## src/sv/adic_pkg.sv

```systemverilog
// Shared types and constants for the ASCII decimal to integer converter.
package adic_pkg;

  typedef struct packed {
    logic [7:0] char_code;
    logic [2:0] target_kind;
  } in_beat_t;

  typedef enum logic [1:0] {
    STATUS_OK      = 2'd0,
    STATUS_NOT_INT = 2'd1,
    STATUS_RANGE   = 2'd2
  } status_e;

  typedef struct packed {
    logic signed [32:0] value;
    status_e            status;
  } out_beat_t;

  typedef enum logic [2:0] {
    KIND_RAW = 3'd0,
    KIND_U8  = 3'd1,
    KIND_S8  = 3'd2,
    KIND_U16 = 3'd3,
    KIND_S16 = 3'd4,
    KIND_U32 = 3'd5,
    KIND_S32 = 3'd6
  } kind_e;

  typedef struct packed {
    logic [31:0] magnitude;
    logic        in_token;
    logic        is_negative;
    logic        saw_digit;
    logic        bad_syntax;
    logic        over_range;
  } tok_state_t;

  localparam logic [31:0] NegLimit = 32'd2147483648;
  localparam logic [31:0] PosLimit = 32'd4294967295;

  localparam logic [7:0] CharNul   = 8'h00;
  localparam logic [7:0] CharTab   = 8'h09;
  localparam logic [7:0] CharLf    = 8'h0A;
  localparam logic [7:0] CharCr    = 8'h0D;
  localparam logic [7:0] CharSpace = 8'h20;
  localparam logic [7:0] CharPlus  = 8'h2B;
  localparam logic [7:0] CharMinus = 8'h2D;
  localparam logic [7:0] CharZero  = 8'h30;
  localparam logic [7:0] CharNine  = 8'h39;

  localparam logic signed [33:0] ValZero = 34'sd0;
  localparam logic signed [33:0] U8Max   = 34'sd255;
  localparam logic signed [33:0] S8Min   = -34'sd128;
  localparam logic signed [33:0] S8Max   = 34'sd127;
  localparam logic signed [33:0] U16Max  = 34'sd65535;
  localparam logic signed [33:0] S16Min  = -34'sd32768;
  localparam logic signed [33:0] S16Max  = 34'sd32767;
  localparam logic signed [33:0] S32Max  = 34'sd2147483647;

endpackage

```

## src/sv/adic_in_stage.sv

```systemverilog
// Input register stage that holds one accepted character beat.
module adic_in_stage (
  input  logic             clk_i,
  input  logic             rst_ni,
  input  logic             in_valid_i,
  output logic             in_ready_o,
  input  adic_pkg::in_beat_t in_data_i,
  input  logic             consume_i,
  output logic             held_valid_o,
  output adic_pkg::in_beat_t held_data_o
);

  logic               valid_q;
  adic_pkg::in_beat_t data_q;
  logic               load;

  // The stage refills in the same cycle the held beat moves on.
  assign in_ready_o = !valid_q || consume_i;
  assign load       = in_valid_i && in_ready_o;

  always_ff @(posedge clk_i or negedge rst_ni) begin
    if (!rst_ni) begin
      valid_q <= 1'b0;
    end else if (load) begin
      valid_q <= 1'b1;
    end else if (consume_i) begin
      valid_q <= 1'b0;
    end
  end

  always_ff @(posedge clk_i) begin
    if (load) begin
      data_q <= in_data_i;
    end
  end

  assign held_valid_o = valid_q;
  assign held_data_o  = data_q;

endmodule

```

## src/sv/adic_step.sv

```systemverilog
// Per-character token update and end-of-token result evaluation.
module adic_step (
  input  adic_pkg::tok_state_t state_i,
  input  adic_pkg::in_beat_t   beat_i,
  output adic_pkg::tok_state_t state_o,
  output logic                 emit_o,
  output adic_pkg::out_beat_t  result_o
);

  logic [7:0]         c;
  logic               blank;
  logic               ender;
  logic               is_digit;
  logic               is_sign;
  logic               do_char;
  logic [35:0]        scaled;
  logic [35:0]        limit;
  logic signed [33:0] vmag;
  logic signed [33:0] v;
  logic               fits;

  assign c        = beat_i.char_code;
  assign blank    = (c == adic_pkg::CharSpace) || (c == adic_pkg::CharTab);
  assign ender    = blank || (c == adic_pkg::CharNul) || (c == adic_pkg::CharCr) ||
                    (c == adic_pkg::CharLf);
  assign is_digit = (c >= adic_pkg::CharZero) && (c <= adic_pkg::CharNine);
  assign is_sign  = (c == adic_pkg::CharPlus) || (c == adic_pkg::CharMinus);

  // Multiply by ten as two shifts and an add; ASCII digits carry their value in the low nibble.
  assign scaled = ({4'b0, state_i.magnitude} << 3) + ({4'b0, state_i.magnitude} << 1) +
                  {32'b0, c[3:0]};
  assign limit  = {4'b0, (state_i.is_negative ? adic_pkg::NegLimit : adic_pkg::PosLimit)};

  always_comb begin
    state_o = state_i;
    emit_o  = 1'b0;
    do_char = 1'b0;
    if (!state_i.in_token) begin
      if (blank) begin
        emit_o = 1'b0;
      end else if (ender) begin
        emit_o  = 1'b1;
        state_o = '0;
      end else begin
        state_o.in_token = 1'b1;
        if (is_sign) begin
          state_o.is_negative = (c == adic_pkg::CharMinus);
        end else begin
          do_char = 1'b1;
        end
      end
    end else if (ender) begin
      emit_o  = 1'b1;
      state_o = '0;
    end else begin
      do_char = 1'b1;
    end

    if (do_char) begin
      if (is_digit) begin
        state_o.saw_digit = 1'b1;
        if (!state_i.bad_syntax && !state_i.over_range) begin
          if (scaled > limit) begin
            state_o.over_range = 1'b1;
            state_o.magnitude  = limit[31:0];
          end else begin
            state_o.magnitude  = scaled[31:0];
          end
        end
      end else begin
        state_o.bad_syntax = 1'b1;
      end
    end
  end

  assign vmag = {2'b00, state_i.magnitude};
  assign v    = state_i.is_negative ? -vmag : vmag;

  always_comb begin
    case (adic_pkg::kind_e'(beat_i.target_kind))
      adic_pkg::KIND_U8:  fits = (v >= adic_pkg::ValZero) && (v <= adic_pkg::U8Max);
      adic_pkg::KIND_S8:  fits = (v >= adic_pkg::S8Min) && (v <= adic_pkg::S8Max);
      adic_pkg::KIND_U16: fits = (v >= adic_pkg::ValZero) && (v <= adic_pkg::U16Max);
      adic_pkg::KIND_S16: fits = (v >= adic_pkg::S16Min) && (v <= adic_pkg::S16Max);
      adic_pkg::KIND_U32: fits = (v >= adic_pkg::ValZero);
      adic_pkg::KIND_S32: fits = (v <= adic_pkg::S32Max);
      default:            fits = 1'b1;
    endcase
  end

  always_comb begin
    result_o.value = '0;
    if (state_i.bad_syntax || !state_i.saw_digit) begin
      result_o.status = adic_pkg::STATUS_NOT_INT;
    end else if (state_i.over_range) begin
      result_o.status = adic_pkg::STATUS_RANGE;
    end else if (fits) begin
      result_o.status = adic_pkg::STATUS_OK;
      result_o.value  = v[32:0];
    end else begin
      result_o.status = adic_pkg::STATUS_RANGE;
    end
  end

endmodule

```

## src/sv/ascii_decimal_to_int_checked.sv

```systemverilog
// Top level of the streaming ASCII decimal to integer converter with range checks.
//
//   Channel  Direction  Handshake              Beat type
//   in       input      in_valid_i/in_ready_o  adic_pkg::in_beat_t (char_code, target_kind)
//   out      output     out_valid_o/out_ready_i adic_pkg::out_beat_t (value, status)
//
// One beat per cycle unless a token end stalls; the single token-update stage sets it.
// A result is loaded into the output register when its ending character is taken.
// Reset clears the token state and both valid flags; no clearing pass is needed.
// A stalled result holds only beats that end a token; other characters keep flowing.
module ascii_decimal_to_int_checked (
  input  logic                clk_i,
  input  logic                rst_ni,
  input  logic                in_valid_i,
  output logic                in_ready_o,
  input  adic_pkg::in_beat_t  in_data_i,
  output logic                out_valid_o,
  input  logic                out_ready_i,
  output adic_pkg::out_beat_t out_data_o
);

  logic                 held_valid;
  adic_pkg::in_beat_t   held_data;
  logic                 step_fire;
  adic_pkg::tok_state_t tok_q;
  adic_pkg::tok_state_t tok_d;
  logic                 emit;
  adic_pkg::out_beat_t  result;
  logic                 out_valid_q;
  adic_pkg::out_beat_t  out_q;

  adic_in_stage u_in_stage (
    .clk_i        (clk_i),
    .rst_ni       (rst_ni),
    .in_valid_i   (in_valid_i),
    .in_ready_o   (in_ready_o),
    .in_data_i    (in_data_i),
    .consume_i    (step_fire),
    .held_valid_o (held_valid),
    .held_data_o  (held_data)
  );

  adic_step u_step (
    .state_i  (tok_q),
    .beat_i   (held_data),
    .state_o  (tok_d),
    .emit_o   (emit),
    .result_o (result)
  );

  // A beat that ends a token needs a free output slot; any other beat goes straight through.
  assign step_fire = held_valid && (!emit || !out_valid_q || out_ready_i);

  always_ff @(posedge clk_i or negedge rst_ni) begin
    if (!rst_ni) begin
      tok_q <= '0;
    end else if (step_fire) begin
      tok_q <= tok_d;
    end
  end

  always_ff @(posedge clk_i or negedge rst_ni) begin
    if (!rst_ni) begin
      out_valid_q <= 1'b0;
    end else if (step_fire && emit) begin
      out_valid_q <= 1'b1;
    end else if (out_ready_i) begin
      out_valid_q <= 1'b0;
    end
  end

  always_ff @(posedge clk_i) begin
    if (step_fire && emit) begin
      out_q <= result;
    end
  end

  assign out_valid_o = out_valid_q;
  assign out_data_o  = out_q;

`ifndef SYNTHESIS
  assert property (@(posedge clk_i) disable iff (!rst_ni)
    (out_valid_o && (out_data_o.status != adic_pkg::STATUS_OK)) |-> (out_data_o.value == '0))
    else $error("error result carries a nonzero value");

  assert property (@(posedge clk_i) disable iff (!rst_ni)
    tok_q.is_negative |-> (tok_q.magnitude <= adic_pkg::NegLimit))
    else $error("negative magnitude passed its limit");

  assert property (@(posedge clk_i) disable iff (!rst_ni)
    (step_fire && emit) |=> (tok_q == '0))
    else $error("token state not cleared after a result");

  assert property (@(posedge clk_i) disable iff (!rst_ni)
    (held_valid && emit && out_valid_q && !out_ready_i) |-> !step_fire)
    else $error("result overwrote a stalled output beat");
`endif

endmodule
```

## config.mk

```make
export PLATFORM = sky130hd
export DESIGN_NAME = ascii_decimal_to_int_checked
export DESIGN_NICKNAME = d
export VERILOG_FILES = /design/src/sv/adic_pkg.sv /design/src/sv/adic_in_stage.sv /design/src/sv/adic_step.sv /design/src/sv/ascii_decimal_to_int_checked.sv
export SDC_FILE = /design/constraint.sdc
export NUM_CORES = 1
export LEC_CHECK = 0
export BUFFER_PORTS_ARGS = -buffer_cell sky130_fd_sc_hd__buf_2
export CORE_ASPECT_RATIO = 0.8
export CORE_MARGIN = 2
export CORE_UTILIZATION = 35
export CTS_BUF_LIST = sky130_fd_sc_hd__clkbuf_2 sky130_fd_sc_hd__clkbuf_4 sky130_fd_sc_hd__clkbuf_8
export CTS_CLUSTER_SIZE = 25
export DETAILED_ROUTE_END_ITERATION = 10
export GPL_ROUTABILITY_DRIVEN = 0
export GPL_TIMING_DRIVEN = 0
export PLACE_DENSITY = 0.59
export SETUP_SLACK_MARGIN = 0.02
export SYNTH_ARGS = -nofsm -noshare
export SYNTH_HDL_FRONTEND = slang
export SYNTH_SLANG_ARGS = --single-unit
```

## constraint.sdc

```tcl
create_clock -name clk_i -period 16.5 [get_ports clk_i]
set_input_delay 4.125 -clock clk_i [delete_from_list [all_inputs] [get_ports clk_i]]
set_output_delay 4.125 -clock clk_i [all_outputs]
set_load 0.1 [all_outputs]
```

* Word-level counts from Yosys, hierarchy flattened
Index checks and enable logic that the tools add are counted.
** Storage, ports and cells
- Register bits after elaboration :: 85
- Bits of input ports :: 15
- Output and inout bits :: 37
- Word-level logic and storage cells :: 105
** Cells by class
- $add $sub $neg :: 3
- Order comparisons :: 11
- Bitwise logic cells :: 1
- Equal/unequal tests :: 14
- Multiplexer cells :: 34
- Reductions and logical operators :: 30
** Operator list (number)
- $mux 32 :: 5
- $mux 37 :: 3
- $add 35x33->36 :: 1
- $add 36x4->36 :: 1
- $gt 36x32->1 :: 1
- $ge 34x1->1 const B :: 1
- $ge 34x16->1 const B :: 1
- $ge 34x8->1 const B :: 1
- $le 34x16->1 const B :: 1
- $le 34x17->1 const B :: 1
- $le 34x32->1 const B :: 1
- $le 34x8->1 const B :: 1
- $le 34x9->1 const B :: 1
- $mux 34 :: 1
- $neg 32->34 :: 1
- $mux 31 :: 1
- $eq 8x4->1 const B :: 3
- $eq 8x6->1 const B :: 3
- $mux 1 :: 18
- $eq 3x3->1 const B :: 3
- $logic_and 1x1->1 :: 9
- $logic_or 1x1->1 :: 9
- $ge 8x6->1 const B :: 1
- $le 8x6->1 const B :: 1
- other kinds (13) :: 24

* Longest topological paths before layout
Gate-level depths: netlist (run 1).
- Depth after elaboration :: 15
- Gate-level depth with buffers :: 24
- Mapped depth without buffers :: 22

* Modules after synthesis
A second synthesis (run 1) with hierarchy kept.
** Unflattened totals
- Cells, all modules :: 953
- Area, all modules :: 8662.1 µm²
** Modules (own cells, without submodules)
- adic_step :: cells an instance 687, sequential area each 0.0 µm², instances 1, area an instance 5026.1 µm²
- ascii_decimal_to_int_checked :: cells an instance 251, sequential area each 2001.9 µm², instances 1, area an instance 3251.9 µm²
- adic_in_stage :: cells an instance 15, sequential area each 355.3 µm², instances 1, area an instance 384.1 µm²

* Least setup slack after synthesis (run 1)
OpenSTA, ideal clock, no wires.
- Kind :: input port to output port
- Start point :: input out_ready_i
- End point :: output in_ready_o
- Path slack :: 7.279 ns
- Data required time :: 12.375 ns
- Data arrival time :: 5.096 ns
- Stages on the path :: 2
- Path buffers :: 0
- Cell sequence :: nor2b_1 > nand3_1
** On the way
- Longest elaborated chain between the ends :: 3
** Ends and longest elaborated chain
- from (decl) :: RTL line ascii_decimal_to_int_checked.sv:18 : input logic out_ready_i,
- $logic_or 1x1->1 :: RTL line ascii_decimal_to_int_checked.sv:52 : assign step_fire = held_valid && (!emit || !out_valid_q || out_ready_i);
- $logic_and 1x1->1 :: RTL line ascii_decimal_to_int_checked.sv:52
- $logic_or 1x1->1 :: RTL line adic_in_stage.sv:18 : assign in_ready_o = !valid_q || consume_i;
- to (decl) :: RTL line ascii_decimal_to_int_checked.sv:15 : output logic in_ready_o,
No other way between the ends.

* Worst setup path in the final report (run 1)
Ends and elaborated chain as after synthesis.

==> results.rst, run 1 <==
.. list-table::
   :header-rows: 1

   * - Metric
     - Value
   * - Endpoints failing hold
     - 0
   * - Total iterations of the first detailed-routing run
     - 6
   * - Hold buffer count at cts
     - 0
   * - Number of vias in the routed layout
     - 7231
   * - Leading cell type in the layout, fill and taps excluded
     - sky130_fd_sc_hd__ha_1
   * - Full die area
     - 0.0236 mm²
   * - RSZ-0062 raised after global routing
     - no
   * - Power per cell area
     - 63.6 mW/mm²
   * - Root buffer cell
     - sky130_fd_sc_hd__clkbuf_8
   * - Filler instances
     - 2273
   * - Count of unique library cells instantiated by Yosys
     - 75
   * - Commonest cells after routing, fill and taps aside
     - sky130_fd_sc_hd__ha_1, sky130_fd_sc_hd__a21oi_1, sky130_fd_sc_hd__nand2_1
   * - Area overhead of the layout relative to synthesis
     - 10.9%
   * - Reg2reg end
     - tok_q[29]$_DFFE_PN0P_
   * - Endpoints failing setup
     - 0
   * - Setup TNS after final layout
     - 0 ns
   * - Relative slew slack
     - 0.112
   * - Starting density of the core
     - 0.360
   * - Placed wire-length estimate after detailed placement
     - 18000 µm
   * - Worst Hold Class
     - reg -> reg
   * - Number of enable flip-flop cells after synthesis
     - 46
   * - Category of the worst setup path launch point
     - input pin
   * - Combined area of all synthesized cells
     - 0.00782 mm²
   * - Number of cell instances on the worst register-to-register path
     - 24
   * - Required time of the critical path
     - 12.38 ns
   * - Busiest grt layer
     - met1
   * - Final critical delay including setup and external delays
     - 9.08 ns
   * - TritonCTS clock tree
     - done
   * - Avg WL per Cell
     - 18.1 µm
   * - Reg power frac
     - 0.438
   * - Post-layout net count
     - 1060
   * - Pin count of the biggest net entering global routing
     - 40
   * - Worst clock skew on the final layout
     - 0.0120 ns
   * - Port bufs
     - 51
   * - Initial DRC count
     - 776
   * - Highest ir drop seen on vdd
     - 0.0000398 V
   * - Per-cell via count in the routed design
     - 5.77
   * - First-pass GRT wire length
     - 35500 µm
   * - Flops & latches, synth
     - 85
   * - Status
     - completed
   * - Crit Path Category
     - in -> out
   * - Number of instances in the synthesized netlist
     - 886
   * - Core Rows
     - 48
   * - Met2 layer usage reported by global route
     - 0.268
   * - Diodes inserted
     - 0
   * - Clk sink count
     - 85
   * - Die height
     - 138 µm
   * - Data arrival time of the critical path
     - 4.95 ns
   * - Critical Path Fanout Max
     - 4
   * - Flop2flop setup slack
     - 9.58 ns
   * - Post-place instance area
     - 0.00845 mm²
   * - Proportion of total power due to net switching
     - 0.338
   * - Layout Cell Area excl Fill
     - 0.00867 mm²
   * - Worst hold-check slack
     - 0.519 ns
   * - IO Pins
     - 52
   * - Beginning of the critical path
     - out_ready_i
   * - Final number of max-transition violations
     - 0
   * - Post-synthesis async set-or-reset flop share
     - 0.459
   * - Combinational power share
     - 0.261
   * - Clock network power share
     - 0.302
   * - Primary flip-flop cell chosen by synthesis mapping
     - sky130_fd_sc_hd__edfxtp_1
   * - Buffer depth of the longest clock path
     - 2
   * - Post-route DRC violation count
     - 0
   * - End of the critical path
     - in_ready_o
   * - Wirelength, routed
     - 22700 µm
   * - Number of setup buffers added after CTS
     - 0
   * - Synthesized net count
     - 998
   * - Net switching power of the design
     - 186 µW
   * - Reg-to-Reg Start
     - tok_q[7]$_DFFE_PN0P_
   * - Via count of the first global-routing pass
     - 6330
   * - Sequential share of the synthesized area
     - 0.301
   * - Avg Cell Area, Syn
     - 8.83 µm²
   * - Total congestion overflow
     - 0
   * - Finished Core Util
     - 0.399
   * - Global-route met3 utilization
     - 0.0316
   * - Critical path capture point type
     - output port
   * - Register clock-pin slew on the reported worst setup and hold paths
     - 0.09 ns
   * - Max Fclk
     - 110 MHz
   * - Worst-Skew Late Latency
     - 0.36 ns
   * - Global-route track usage on met1
     - 0.313
   * - Area of the core region
     - 0.0217 mm²
   * - Horizontal die dimension
     - 171 µm
   * - Number of antenna violations at the first check in global routing
     - 0
   * - Max-cap violations
     - 0
   * - Total number of H-tree levels
     - 3
   * - Final period util
     - 0.550
   * - Actual transition at the worst max-transition pin
     - 1.32 ns
   * - Leak pwr
     - 3.82 nW
   * - Clock buffers created by TritonCTS
     - 9
   * - Internal Pwr Total
     - 365 µW
   * - Cts repair resizes
     - 0
   * - Final ANT Viol Nets
     - 0
   * - Fraction of layout cells with a size suffix above 1
     - 0.119
   * - Syn. warnings
     - 0
   * - GRT Overall Usage
     - 0.193
==> through the flow <==
stage | setup slack [ns] | cells | power, mW
detailed placement | 7.39 | 1237 | 0.384
finish | 7.42 | 1253 | 0.551
global placement | 7.41 | 1237 | 0.383
global route | 7.33 | 1253 | 0.578
floorplan | 7.28 | 886 | 0.344
CTS | 7.39 | 1253 | 0.549
==> logic make-up after synthesis <==
kind of cell    after synthesis  synth area share
mux                           6           0.00784
compound gates              270             0.225
xor+xnor                     63            0.0715
flops                        85             0.301
fa+ha+maj                    97             0.157
buf+inv                      60            0.0333
simple gates                305             0.204
==> flip-flops by register name, summed over array words and instances (netlist names) <==
signal,cells
out_data_o,35
u_in_stage.held_valid_o,1
out_valid_o,1
tok_q,37
u_in_stage.held_data_o,11
==> worst min path at each step <==
stage	cells after the start	from	endpoint
after floorplan	2	tok_q[2]$_DFFE_PN0P_	tok_q[2]$_DFFE_PN0P_
after global routing	2	tok_q[2]$_DFFE_PN0P_	tok_q[2]$_DFFE_PN0P_
after detailed placement	2	tok_q[2]$_DFFE_PN0P_	tok_q[2]$_DFFE_PN0P_
final	2	tok_q[2]$_DFFE_PN0P_	tok_q[2]$_DFFE_PN0P_
after CTS	2	tok_q[2]$_DFFE_PN0P_	tok_q[2]$_DFFE_PN0P_
after global placement	2	tok_q[2]$_DFFE_PN0P_	tok_q[2]$_DFFE_PN0P_
==> power by group through the flow <==
stage / clock network, mW / logic [mW] / registers, mW
2_1_floorplan: 0 / 0.100 / 0.244
3_3_place_gp: 0 / 0.138 / 0.245
3_5_place_dp: 0 / 0.138 / 0.246
6_report: 0.166 / 0.144 / 0.241
4_1_cts: 0.169 / 0.139 / 0.241
5_1_grt: 0.178 / 0.158 / 0.242
==> synthesized netlist by cell type (all sizes together) (4+ instances only) <==
cell type | count | area [µm²]
nor3 | 24 | 125
or2 | 5 | 31.3
a221oi | 4 | 35.0
or3 | 6 | 37.5
ha | 95 | 1190
xor2 | 36 | 323
nand2 | 78 | 293
buf | 9 | 68.8
mux2i | 5 | 50.1
a221o | 4 | 40.0
a211oi | 10 | 75.1
a31o | 12 | 105
nand2b | 10 | 62.6
a21o | 22 | 165
o21bai | 5 | 37.5
xnor2 | 27 | 236
a32oi | 6 | 52.6
nor4 | 11 | 81.3
nand4 | 23 | 144
inv | 13 | 48.8
a21oi | 81 | 405
o21ai | 64 | 320
o41ai | 4 | 35.0
a31oi | 10 | 62.6
nor2b | 7 | 43.8
dfrtp | 39 | 976
edfxtp | 46 | 1380
or4 | 9 | 75.1
and2 | 5 | 31.3
o31ai | 11 | 96.3
nor2 | 80 | 375
nand3 | 28 | 140
clkbuf | 37 | 139
o21a | 5 | 37.5
nor3b | 4 | 30.0
o211ai | 4 | 30.0
==> worst max-delay path: stages <==
cell                      delay, ns
sky130_fd_sc_hd__buf_2         0.10
sky130_fd_sc_hd__nor2b_1       0.23
sky130_fd_sc_hd__nand3_1       0.17
sky130_fd_sc_hd__buf_2         0.33
==> metal layers <==
| layer | vias to the layer above | routed length (µm) |
|---|---|---|
| met5 | - | 0 |
| met4 | 0 | 193 |
| met3 | 25 | 1550 |
| met2 | 285 | 9080 |
| met1 | 3445 | 11900 |
| li1 | 3476 | - |
==> layout make-up <==
class,instances,area (µm²),area share
Multi-Input combinational cell,741,5200,0.600
Sequential cell,85,2360,0.272
Tap cell,300,375,0.0433
Timing Repair Buffer,51,255,0.0294
Buffer,46,208,0.0240
Clock buffer,10,131,0.0152
Clock inverter,6,86.3,0.00996
Inverter,14,52.6,0.00606
No activity file was read; power rests on OpenSTA's default activity.
==> run 2, diff against run 1 <==
- PLACE_DENSITY: 0.59 -> 0.61
- clock period: 16.5 -> 8.11 ns (I/O delays scaled with it)
==> results.rst, run 2 (synthesis gave the netlist of run 1 again) <==
.. list-table::
   :header-rows: 1

   * - Metric
     - Value
   * - Status
     - completed (unchanged)
   * - Area of all sequential standard cells
     - 0.00236 mm² (unchanged)
   * - Critical Path Fanout Max
     - 10 (was 4)
   * - Final number of max-transition violations
     - 0 (unchanged)
   * - Flop2flop setup slack
     - 1.39 ns (was 9.58 ns)
   * - Endpoints failing setup
     - 0 (unchanged)
   * - Beginning of the critical path
     - tok_q[7]$_DFFE_PN0P_ (was out_ready_i)
   * - Post-place instance area
     - 0.00845 mm² (unchanged)
   * - Avg WL per Cell
     - 18.0 µm (was 18.1 µm)
   * - Core Rows
     - 48 (unchanged)
   * - Actual transition at the worst max-transition pin
     - 1.21 ns (was 1.32 ns)
   * - Total congestion overflow
     - 0 (unchanged)
   * - Commonest cells after routing, fill and taps aside
     - sky130_fd_sc_hd__ha_1, sky130_fd_sc_hd__a21oi_1, sky130_fd_sc_hd__nand2_1 (unchanged)
   * - TritonCTS clock tree
     - done (unchanged)
   * - Max Fclk
     - 149 MHz
   * - Area of the core region
     - 0.0217 mm² (unchanged)
   * - Worst-Skew Late Latency
     - 0.36 ns (about the same)
   * - Hold path startpoint
     - tok_q[2]$_DFFE_PN0P_ (unchanged)
   * - Final period util
     - 0.828
   * - Worst clock skew on the final layout
     - 0.0127 ns (was 0.0120 ns)
   * - Total iterations of the first detailed-routing run
     - 5 (was 6)
   * - Hold buffer count at cts
     - 0 (unchanged)
   * - Fraction of layout cells with a size suffix above 1
     - 0.120 (was 0.119)
   * - Worst setup margin
     - 1.39 ns (was 7.42 ns)
   * - Placed wire-length estimate after detailed placement
     - 17900 µm (was 18000 µm)
   * - Pin count of the biggest net entering global routing
     - 40 (unchanged)
   * - Relative slew slack
     - 0.186 (was 0.112)
   * - GRT Overall Usage
     - 0.194 (was 0.193)
   * - Diodes inserted
     - 0 (unchanged)
   * - Reg-to-Reg Start
     - tok_q[7]$_DFFE_PN0P_ (unchanged)
   * - First-pass GRT wire length
     - 35900 µm (was 35500 µm)
   * - Register clock-pin slew on the reported worst setup and hold paths
     - 0.09 ns (about the same)
   * - Area overhead of the layout relative to synthesis
     - 10.4% (was 10.9%)
   * - Max-cap violations
     - 0 (unchanged)
   * - Total number of H-tree levels
     - 3 (unchanged)
   * - Full die area
     - 0.0236 mm² (unchanged)
   * - Number of antenna violations at the first check in global routing
     - 0 (unchanged)
   * - RSZ-0062 raised after global routing
     - no (unchanged)
   * - Die height
     - 138 µm (unchanged)
   * - Wirelength, routed
     - 22600 µm (was 22700 µm)
   * - Area of combinational cells with multiple inputs
     - 0.00520 mm² (unchanged)
   * - Required time of the critical path
     - 8.37 ns (was 12.38 ns)
   * - Number of setup buffers added after CTS
     - 0 (unchanged)
   * - Data arrival time of the critical path
     - 6.97 ns (was 4.95 ns)
   * - Critical path capture point type
     - register (was output port)
   * - Post-layout net count
     - 1060 (unchanged)
   * - Largest register FFs
     - 37 (unchanged)
   * - Final critical delay including setup and external delays
     - 6.72 ns
   * - Endpoints failing hold
     - 0 (unchanged)
   * - Horizontal die dimension
     - 171 µm (unchanged)
   * - Filler instances
     - 2226 (was 2273)
   * - Via count of the first global-routing pass
     - 6517 (was 6330)
   * - Leading cell type in the layout, fill and taps excluded
     - sky130_fd_sc_hd__ha_1 (unchanged)
   * - Root buffer cell
     - sky130_fd_sc_hd__clkbuf_8 (unchanged)
   * - Highest ir drop seen on vdd
     - 0.0000838 V (was 0.0000398 V)
   * - Number of vias in the routed layout
     - 7233 (was 7231)
   * - Leak pwr
     - 3.80 nW (was 3.82 nW)
   * - Power per cell area
     - 123 mW/mm² (was 63.6 mW/mm²)
   * - Layout Cell Area excl Fill
     - 0.00863 mm² (was 0.00867 mm²)
   * - IO Pins
     - 52 (unchanged)
   * - Final ANT Viol Nets
     - 0 (unchanged)
   * - Worst Hold Class
     - reg -> reg (unchanged)
   * - Most flops, register
     - tok_q (unchanged)
   * - Buffer depth of the longest clock path
     - 2 (unchanged)
   * - Starting density of the core
     - 0.360 (unchanged)
   * - Initial DRC count
     - 732 (was 776)
   * - Pre-CTS setup slack
     - 1.54 ns (was 7.39 ns)
   * - Crit Path Category
     - reg -> reg (was in -> out)
   * - Clock buffers created by TritonCTS
     - 9 (unchanged)
   * - Category of the worst setup path launch point
     - register (was input pin)
   * - Port bufs
     - 51 (unchanged)
   * - Cts repair resizes
     - 0 (unchanged)
   * - Setup TNS after final layout
     - 0 ns (unchanged)
   * - Clk sink count
     - 85 (unchanged)
   * - Post-route DRC violation count
     - 0 (unchanged)
   * - Per-cell via count in the routed design
     - 5.77 (about the same)
[run 2: changes by cell type in the layout (fill, tap and decap cells not counted), sizes merged]
cell	before	now
clkbuf	47	48
clkinv	4	3
inv	14	15
bufinv	2	0
clkinvlp	0	1
[run 2: area by class of cell]
class,instances,share of cell area
multi-input combinational,741,0.603
sequential,85,0.273
tap,300,0.0435
timing repair buffer,51,0.0296
buffer,46,0.0241
clock buffer,11,0.0168
inverter,14,0.00609
clock inverter,5,0.00377
[run 2: critical path, stage by stage, from the launching register on]
cell	delay, ns
sky130_fd_sc_hd__dfrtp_1	0.59
sky130_fd_sc_hd__fa_1	0.53
sky130_fd_sc_hd__fa_1	0.48
sky130_fd_sc_hd__a21o_1	0.20
sky130_fd_sc_hd__a221oi_1	0.63
sky130_fd_sc_hd__nor4_1	0.28
sky130_fd_sc_hd__o31ai_1	0.44
sky130_fd_sc_hd__a31oi_1	0.20
sky130_fd_sc_hd__a21o_1	0.21
sky130_fd_sc_hd__a21oi_1	0.17
sky130_fd_sc_hd__xnor2_1	0.18
sky130_fd_sc_hd__ha_1	0.38
sky130_fd_sc_hd__nand2_1	0.06
sky130_fd_sc_hd__nor2_1	0.13
sky130_fd_sc_hd__nand4_1	0.14
sky130_fd_sc_hd__o21ai_0	0.13
sky130_fd_sc_hd__a31oi_1	0.09
sky130_fd_sc_hd__a211oi_1	0.48
sky130_fd_sc_hd__buf_2	0.32
sky130_fd_sc_hd__or2_2	0.20
sky130_fd_sc_hd__clkbuf_1	0.39
sky130_fd_sc_hd__a21oi_1	0.15
sky130_fd_sc_hd__a31o_2	0.24
[run 2: power by group]
part           internal (mW)  switching [mW]
clock                  0.124           0.161
sequential             0.467          0.0229
combinational         0.0977           0.193
[run 2: metal layers]
layer / track usage / vias up / routed length, µm
li1: - / 3485 / -
met1: 0.303 / 3437 / 11500
met2: 0.276 / 291 / 9000
met3: 0.0402 / 20 / 1900
met4: 0.0240 / 0 / 201
met5: 0 / - / 0
[run 2: final timing paths]
check / endpoint / cells after the start
setup / recovery: tok_q[29]$_DFFE_PN0P_ / 22
hold / removal: tok_q[2]$_DFFE_PN0P_ / 2
setup reg to reg: tok_q[29]$_DFFE_PN0P_ / 22
hold reg to reg: tok_q[2]$_DFFE_PN0P_ / 2
max in group asynchronous: tok_q[3]$_DFFE_PN0P_ / 1
min in group asynchronous: tok_q[36]$_DFFE_PN0P_ / 1
[run 2: stage by stage]
stage | utilization | power (mW) | cells | hold WS (ns)
floorplan | - | 0.700 | 886 | 0.451
global placement | 0.389 | 0.778 | 1237 | 0.472
detailed placement | 0.389 | 0.781 | 1237 | 0.476
CTS | 0.397 | 1.06 | 1253 | 0.496
global route | 0.397 | 1.12 | 1253 | 0.516
finish | 0.397 | 1.07 | 1253 | 0.503
